`config.mk`:
```
export PLATFORM = sky130hd
export DESIGN_NAME = bounded_deque_with_positional_insert
export DESIGN_NICKNAME = d
export VERILOG_FILES = /design/src/rtl/core/bdq_pkg.sv /design/src/rtl/core/bdq_ctrl.sv /design/src/rtl/core/bdq_datapath.sv /design/src/rtl/core/bounded_deque_with_positional_insert.sv
export SDC_FILE = /design/constraint.sdc
export NUM_CORES = 1
export LEC_CHECK = 0
export ABC_AREA = 1
export BUFFER_PORTS_ARGS = -buffer_cell sky130_fd_sc_hd__buf_2
export CORE_ASPECT_RATIO = 0.75
export CORE_MARGIN = 2
export CORE_UTILIZATION = 37
export DETAILED_ROUTE_END_ITERATION = 8
export SYNTH_ARGS = -nofsm -noshare
export SYNTH_HDL_FRONTEND = slang
export SYNTH_SLANG_ARGS = --single-unit
```
`constraint.sdc`:
```
create_clock -name clock -period 5.86 [get_ports clock]
set_input_delay 0.879 -clock clock [delete_from_list [all_inputs] [get_ports clock]]
set_output_delay 0.879 -clock clock [all_outputs]
set_load 0.02 [all_outputs]
```
`src/rtl/core/bdq_pkg.sv`:
```
// ----------------------------------------------------------------------------
// bdq_pkg
// Shared types and constants for the bounded deque with positional insert.
// ----------------------------------------------------------------------------
`default_nettype none

package bdq_pkg;

   localparam int DEPTH_DEFAULT      = 16;
   localparam int DATA_WIDTH_DEFAULT = 32;

   // Fixed field widths of the stream payloads.
   localparam int OPCODE_W   = 3;
   localparam int VALUE_W    = 32;
   localparam int POSITION_W = 5;
   localparam int STATUS_W   = 2;
   localparam int COUNT_W    = 5;

   localparam int REQ_FIELDS_W = OPCODE_W + VALUE_W + POSITION_W;
   localparam int REQ_DATA_W   = ((REQ_FIELDS_W + 7) / 8) * 8;
   localparam int RSP_FIELDS_W = VALUE_W + STATUS_W + COUNT_W;
   localparam int RSP_DATA_W   = ((RSP_FIELDS_W + 7) / 8) * 8;

   localparam logic [OPCODE_W-1:0] OP_PUSH_FRONT = 3'd0;
   localparam logic [OPCODE_W-1:0] OP_PUSH_BACK  = 3'd1;
   localparam logic [OPCODE_W-1:0] OP_PUSH_AT    = 3'd2;
   localparam logic [OPCODE_W-1:0] OP_POP_FRONT  = 3'd3;
   localparam logic [OPCODE_W-1:0] OP_POP_BACK   = 3'd4;

   localparam logic [STATUS_W-1:0] ST_OK    = 2'd0;
   localparam logic [STATUS_W-1:0] ST_FULL  = 2'd1;
   localparam logic [STATUS_W-1:0] ST_EMPTY = 2'd2;

   typedef enum logic [1:0] {
      WHERE_FRONT,
      WHERE_BACK,
      WHERE_INDEX
   } where_type;

   // Command from the controller to the datapath.
   typedef struct packed {
      logic                go;
      logic                insert;
      logic                extract;
      where_type           where;
      logic [STATUS_W-1:0] status;
   } cmd_type;

   // Occupancy flags from the datapath to the controller.
   typedef struct packed {
      logic full;
      logic empty;
   } stat_type;

endpackage

`default_nettype wire

```
`src/rtl/core/bdq_ctrl.sv`:
```
// ----------------------------------------------------------------------------
// bdq_ctrl
// Handshake controller: decodes the opcode against the occupancy flags and
// tracks whether a result item is waiting in the output register.
// ----------------------------------------------------------------------------
`default_nettype none

module bdq_ctrl (
   input  wire                          clock,
   input  wire                          reset,
   input  wire                          req_tvalid,
   output logic                         req_tready,
   input  wire  [bdq_pkg::OPCODE_W-1:0] opcode,
   output logic                         rsp_tvalid,
   input  wire                          rsp_tready,
   input  bdq_pkg::stat_type            stat,
   output bdq_pkg::cmd_type             cmd
);
   import bdq_pkg::*;

   typedef enum logic {
      S_IDLE,
      S_HOLD
   } state_type;

   state_type state_ff;
   state_type state_in;
   logic      accept;

   assign rsp_tvalid = (state_ff == S_HOLD);
   assign req_tready = (state_ff == S_IDLE) || rsp_tready;
   assign accept     = req_tvalid && req_tready;

   always_comb begin
      cmd         = '0;
      cmd.where   = WHERE_FRONT;
      cmd.status  = ST_OK;
      cmd.go      = accept;
      case (opcode)
         OP_PUSH_FRONT, OP_PUSH_BACK, OP_PUSH_AT: begin
            if (opcode == OP_PUSH_BACK) begin
               cmd.where = WHERE_BACK;
            end else if (opcode == OP_PUSH_AT) begin
               cmd.where = WHERE_INDEX;
            end
            if (stat.full) begin
               cmd.status = ST_FULL;
            end else begin
               cmd.insert = 1'b1;
            end
         end
         OP_POP_FRONT, OP_POP_BACK: begin
            if (opcode == OP_POP_BACK) begin
               cmd.where = WHERE_BACK;
            end
            if (stat.empty) begin
               cmd.status = ST_EMPTY;
            end else begin
               cmd.extract = 1'b1;
            end
         end
         default: begin
            cmd.status = ST_OK;
         end
      endcase
   end

   always_comb begin
      state_in = state_ff;
      case (state_ff)
         S_IDLE: begin
            if (accept) begin
               state_in = S_HOLD;
            end
         end
         S_HOLD: begin
            if (rsp_tready && !accept) begin
               state_in = S_IDLE;
            end
         end
         default: begin
            state_in = S_IDLE;
         end
      endcase
   end

   always_ff @(posedge clock) begin
      if (reset) begin
         state_ff <= S_IDLE;
      end else begin
         state_ff <= state_in;
      end
   end

endmodule

`default_nettype wire

```
`src/rtl/core/bdq_datapath.sv`:
```
// ----------------------------------------------------------------------------
// bdq_datapath
// Shifting register array with its fill count and the result registers.
// ----------------------------------------------------------------------------
`default_nettype none

module bdq_datapath #(
   parameter int DEPTH      = bdq_pkg::DEPTH_DEFAULT,
   parameter int DATA_WIDTH = bdq_pkg::DATA_WIDTH_DEFAULT
) (
   input  wire                            clock,
   input  wire                            reset,
   input  bdq_pkg::cmd_type               cmd,
   input  wire  [bdq_pkg::VALUE_W-1:0]    value,
   input  wire  [bdq_pkg::POSITION_W-1:0] position,
   output bdq_pkg::stat_type              stat,
   output logic [bdq_pkg::VALUE_W-1:0]    extracted,
   output logic [bdq_pkg::STATUS_W-1:0]   status,
   output logic [bdq_pkg::COUNT_W-1:0]    count
);
   import bdq_pkg::*;

   localparam int CW = $clog2(DEPTH + 1);
   localparam int AW = $clog2(DEPTH);
   localparam int PW = (CW > POSITION_W) ? CW : POSITION_W;

   logic [DATA_WIDTH-1:0] slots_ff [DEPTH];
   logic [CW-1:0]         count_ff;
   logic [CW-1:0]         count_in;
   logic [VALUE_W-1:0]    extracted_ff;
   logic [STATUS_W-1:0]   status_ff;
   logic [CW-1:0]         idx;
   logic [PW-1:0]         pos_ext;
   logic [PW-1:0]         cnt_ext;
   logic [CW-1:0]         last;
   logic [DATA_WIDTH-1:0] wr_data;
   logic [DATA_WIDTH-1:0] rd_data;
   logic [VALUE_W-1:0]    rd_wide;

   assign stat.full  = (count_ff == CW'(DEPTH));
   assign stat.empty = (count_ff == '0);

   assign pos_ext = PW'(position);
   assign cnt_ext = PW'(count_ff);
   assign last    = count_ff - 1'b1;

   // Target slot of an insert; out-of-range positions clamp to the back end.
   always_comb begin
      idx = '0;
      case (cmd.where)
         WHERE_FRONT: idx = '0;
         WHERE_BACK:  idx = count_ff;
         WHERE_INDEX: begin
            if (position == '0 || count_ff == '0) begin
               idx = '0;
            end else if (pos_ext >= cnt_ext) begin
               idx = count_ff;
            end else begin
               idx = pos_ext[CW-1:0];
            end
         end
         default: idx = '0;
      endcase
   end

   generate
      if (DATA_WIDTH == VALUE_W) begin : g_same
         assign wr_data = value;
         assign rd_wide = rd_data;
      end else if (DATA_WIDTH < VALUE_W) begin : g_narrow
         assign wr_data = value[DATA_WIDTH-1:0];
         assign rd_wide = {{(VALUE_W - DATA_WIDTH){rd_data[DATA_WIDTH-1]}}, rd_data};
      end else begin : g_wide
         assign wr_data = {{(DATA_WIDTH - VALUE_W){value[VALUE_W-1]}}, value};
         assign rd_wide = rd_data[VALUE_W-1:0];
      end
   endgenerate

   assign rd_data = (cmd.where == WHERE_BACK) ? slots_ff[last[AW-1:0]] : slots_ff[0];

   always_comb begin
      count_in = count_ff;
      if (cmd.insert) begin
         count_in = count_ff + 1'b1;
      end else if (cmd.extract) begin
         count_in = last;
      end
   end

   // Each slot takes its lower neighbor on an insert shift and its upper
   // neighbor on a front extract; entries at or above the count are don't-care.
   always_ff @(posedge clock) begin
      if (cmd.go && cmd.insert) begin
         for (int i = 0; i < DEPTH; i++) begin
            if (CW'(i) == idx) begin
               slots_ff[i] <= wr_data;
            end else if (i > 0 && CW'(i) > idx) begin
               slots_ff[i] <= slots_ff[(i > 0) ? i - 1 : 0];
            end
         end
      end else if (cmd.go && cmd.extract && cmd.where == WHERE_FRONT) begin
         for (int i = 0; i < DEPTH - 1; i++) begin
            slots_ff[i] <= slots_ff[i + 1];
         end
      end
   end

   always_ff @(posedge clock) begin
      if (reset) begin
         count_ff <= '0;
      end else if (cmd.go) begin
         count_ff <= count_in;
      end
   end

   always_ff @(posedge clock) begin
      if (cmd.go) begin
         extracted_ff <= cmd.extract ? rd_wide : '0;
         status_ff    <= cmd.status;
      end
   end

   assign extracted = extracted_ff;
   assign status    = status_ff;
   assign count     = COUNT_W'(count_ff);

endmodule

`default_nettype wire

```
`src/rtl/core/bounded_deque_with_positional_insert.sv`:
```
// Response: an accepted request item's response item is valid in the next cycle.
// Throughput: one item per cycle while each response is taken; the array shifts all entries at once
// and the output register lets a new item enter while a response is taken.
// Reset: synchronous, active high; clears the fill count and the output valid.
// Stored values are not cleared; only entries below the count are ever read.
// ----------------------------------------------------------------------------
// bounded_deque_with_positional_insert
// Bounded double-ended queue with insert before a given index.
// ----------------------------------------------------------------------------
`default_nettype none

module bounded_deque_with_positional_insert #(
   parameter int DEPTH      = bdq_pkg::DEPTH_DEFAULT,
   parameter int DATA_WIDTH = bdq_pkg::DATA_WIDTH_DEFAULT
) (
   input  wire                            clock,
   input  wire                            reset,
   input  wire                            req_tvalid,
   output logic                           req_tready,
   // opcode [2:0], value [34:3], position [39:35]
   input  wire  [bdq_pkg::REQ_DATA_W-1:0] req_tdata,
   output logic                           rsp_tvalid,
   input  wire                            rsp_tready,
   // extracted [31:0], status [33:32], count [38:34], zero [39]
   output logic [bdq_pkg::RSP_DATA_W-1:0] rsp_tdata
);
   import bdq_pkg::*;

   localparam int POS_LO = OPCODE_W + VALUE_W;

   cmd_type                cmd;
   stat_type               stat;
   logic [OPCODE_W-1:0]    opcode;
   logic [VALUE_W-1:0]     value;
   logic [POSITION_W-1:0]  position;
   logic [VALUE_W-1:0]     extracted;
   logic [STATUS_W-1:0]    status;
   logic [COUNT_W-1:0]     count;

   assign opcode   = req_tdata[OPCODE_W-1:0];
   assign value    = req_tdata[OPCODE_W +: VALUE_W];
   assign position = req_tdata[POS_LO +: POSITION_W];

   bdq_ctrl u_ctrl (
      .clock      (clock),
      .reset      (reset),
      .req_tvalid (req_tvalid),
      .req_tready (req_tready),
      .opcode     (opcode),
      .rsp_tvalid (rsp_tvalid),
      .rsp_tready (rsp_tready),
      .stat       (stat),
      .cmd        (cmd)
   );

   bdq_datapath #(
      .DEPTH      (DEPTH),
      .DATA_WIDTH (DATA_WIDTH)
   ) u_datapath (
      .clock     (clock),
      .reset     (reset),
      .cmd       (cmd),
      .value     (value),
      .position  (position),
      .stat      (stat),
      .extracted (extracted),
      .status    (status),
      .count     (count)
   );

   assign rsp_tdata = RSP_DATA_W'({count, status, extracted});

endmodule

`default_nettype wire

```
==> flow_metrics.tcl <==
set metrics [dict create \
    die_area_um2 94280 \
    final_common_cell "nand2_1" \
    syn_area_um2 33970 \
    r2r-end "u_datapath.extracted[9]$_SDFFCE_PN0P_" \
    skew_ns 0.02078 \
    synth_edf_count 546 \
    powerDensity_nw_per_um2 297.5 \
    post-route-util_pct 40.76 \
    required_ns 6.26 \
    p_leak_nw 16.31 \
    dpl.cell_count 5610 \
    holdWs_ns 0.4525 \
    finalPower_mw 11.05 \
    drv_slew 0 \
    drive_above_1_share_pct 6.861 \
    ant_nets 0 \
    hold_end "u_ctrl.rsp_tvalid$_SDFF_PP0_" \
    place.gp.congestion 0.8931 \
    grt_pass1_vias 29250 \
    startpoint_type "flip-flop" \
    io_buffers 84 \
    fin_crit_sh_pct 69.93 \
    rows 96 \
    hold_depth 2 \
    grt_antenna_before_repair 1 \
    io_pins 86 \
    synth_ff_type "edfxtp_1" \
    htreeDepth 2 \
    cts_tree "done" \
    synth_cell_types 38 \
    nets 4499 \
    worst_slew_pin_slew_ns 1.241 \
    drc 0 \
    core_region_area_um2 91170 \
    ir_worst_vdd_mv 0.2292 \
    rr_worst_depth 10 \
    min_path_type "in2reg" \
    drt_iter0_drc 3801 \
    overflow 0 \
    path_clk_slew_ns 0.06 \
    cts_max_path_buffers 3 \
    area_growth_pct 9.377 \
    post_cts_resized 0 \
    hpwl_mm 74.95 \
    rr_startpoint "u_datapath.count[0]$_SDFFE_PP0P_" \
    grt_pass1_wl_mm 177.4 \
    numCtsBuffers 57 \
    vias 31490 \
    grt_setup_unrepaired "no" \
    insertion_delay_ns 0.65 \
    maxCapViolCount 0 \
    endpoint_kind "flip-flop" \
    final.fill_count 9347 \
    finalWirelength_mm 117.0 \
    ys_ff_latch 552 \
    synth_seq_area_share_pct 48.62 \
    worstHoldStart "reset" \
    cts_hold_buf 0 \
    cts_setup_buffers 0 \
    initial_utilization_pct 37.26 \
    wl_per_cell_um 20.47 \
    final_cell_mix "1646 x nand2_1, 546 x edfxtp_1, 456 x nand3_1" \
    clockRootBuffer "clkbuf_16" \
    path_class "reg2reg" \
    drt_first_pass_iters 6 \
    cp.arrival_ns 4.50 \
    die_h_um 266.4 \
    vias_per_cell 5.510 \
    status "finished, final reports clean" \
    dieWidth_um 353.9 \
    syn_nets 4593 \
    fmax_ghz 0.2440 \
    grt_use_total_pct 24.15 \
    setup_viol_count_final 0 \
    synth_warnings 0 \
    cts_num_sinks 552 \
    register_area_um2 16520 \
    syn_inst 4538 \
    tns_ns 0 \
    grt_max_degree 117 \
    fin_cells 5714 \
    postSynthAreaPerCell_um2 7.486 \
    async_reset_ff_share_pct 0 \
    reg2reg_slack_ns 1.76 \
    relSlewSlack_pct 17.27 \
    crit_fanout 93 \
    hold_viol 0 \
    period_needed_ns 4.098 \
    multi_input_area_um2 14390 \
    n_antenna_cell 0 \
]
[power by group]
| part | switching, mW | total, mW | internal, mW |
|---|---|---|---|
| sequential | 0.149 | 4.89 | 4.74 |
| clock | 1.67 | 3.62 | 1.95 |
| combinational | 1.87 | 2.54 | 0.670 |
| total | 3.69 | 11.1 | 7.36 |
[metrics by stage]
stage	setup slack [ns]	instance area (um^2)
3_5_place_dp	1.551	35420
3_3_place_gp	1.588	35420
5_1_grt	1.581	37160
6_report	1.762	37160
4_1_cts	1.903	37160
2_1_floorplan	0.9879	33970
[Yosys cell counts, drive strengths merged, types with 2 or more instances]
cell       n  area, um^2
nand4      8       50.05
clkbuf   196       738.2
xor2       2       17.52
o22ai     31       193.9
inv      459        1723
clkinv    34       127.6
nand2   1668        6289
buf      121       600.6
ha        11       137.6
o21ai    526        2633
o211ai    63       473.0
edfxtp   546       16400
dfxtp      6       120.1
nor2      58       276.5
nand3b    33       247.7
nand3    467        2380
nor3       2       10.01
a21oi    300        1509
[cell families after synthesis]
kind of cell               after synthesis  synth area share (%)
DFF                                    552                 48.62
AOI/OAI and AO/OA                      925                 14.27
other                                    1               0.01104
adders and majority gates               11                0.4051
xor gates and xnor gates                 3               0.07736
and+or+nand+nor                       2236                 27.24
buffers and inverters                  810                 9.388
[registers in the layout (all words and copies together), names as in the netlist]
register              count
u_ctrl.rsp_tvalid         1
u_datapath.extracted     32
u_datapath.status         2
u_datapath.count          5
u_datapath.slots_ff     512
[worst max path at each step]
| stage | start | endpoint | slack, ns | cells past startpoint |
|---|---|---|---|---|
| final | u_datapath.count[0]$_SDFFE_PP0P_ | u_datapath.extracted[9]$_SDFFCE_PN0P_ | 1.76 | 10 |
| after floorplan | u_datapath.count[0]$_SDFFE_PP0P_ | u_datapath.slots_ff[1][0]$_DFFE_PP_ | 0.99 | 13 |
| after global placement | req_tdata[0] | u_datapath.slots_ff[10][8]$_DFFE_PP_ | 1.59 | 16 |
| after global routing | u_datapath.count[0]$_SDFFE_PP0P_ | u_datapath.extracted[9]$_SDFFCE_PN0P_ | 1.58 | 10 |
| after CTS | u_datapath.count[0]$_SDFFE_PP0P_ | u_datapath.extracted[5]$_SDFFCE_PN0P_ | 1.90 | 10 |
| after detailed placement | req_tdata[0] | u_datapath.slots_ff[10][6]$_DFFE_PP_ | 1.55 | 16 |
[worst max-delay path: stages (launching register included)]
cell and delay (ns):
dfxtp_4 0.41, buf_4 0.65, buf_4 0.78, buf_4 0.85
a21oi_1 0.14, o21ai_0 0.11, nand3_1 0.19, nand3_1 0.31
nand3_1 0.12, nand2_1 0.11, inv_1 0.04
[metal layers]
metal	vias to the layer above	GRT usage [%]	part of all wire (%)
li1	14860	-	-
met1	14970	33.38	43
met2	1426	38.72	45
met3	228	3.179	7.9
met4	2	9.001	3.8
met5	-	0	0.011
[cell type report]
| type | instances | area share [%] |
|---|---|---|
| repair buffers | 164 | 2.983 |
| well taps | 1225 | 4.125 |
| flip-flops and latches | 552 | 44.46 |
| multi-input cells | 3176 | 38.72 |
| clock buffers | 65 | 3.919 |
| clock inverters | 39 | 0.7711 |
| inverters | 493 | 5.021 |
No activity file was read; power rests on OpenSTA's default activity.
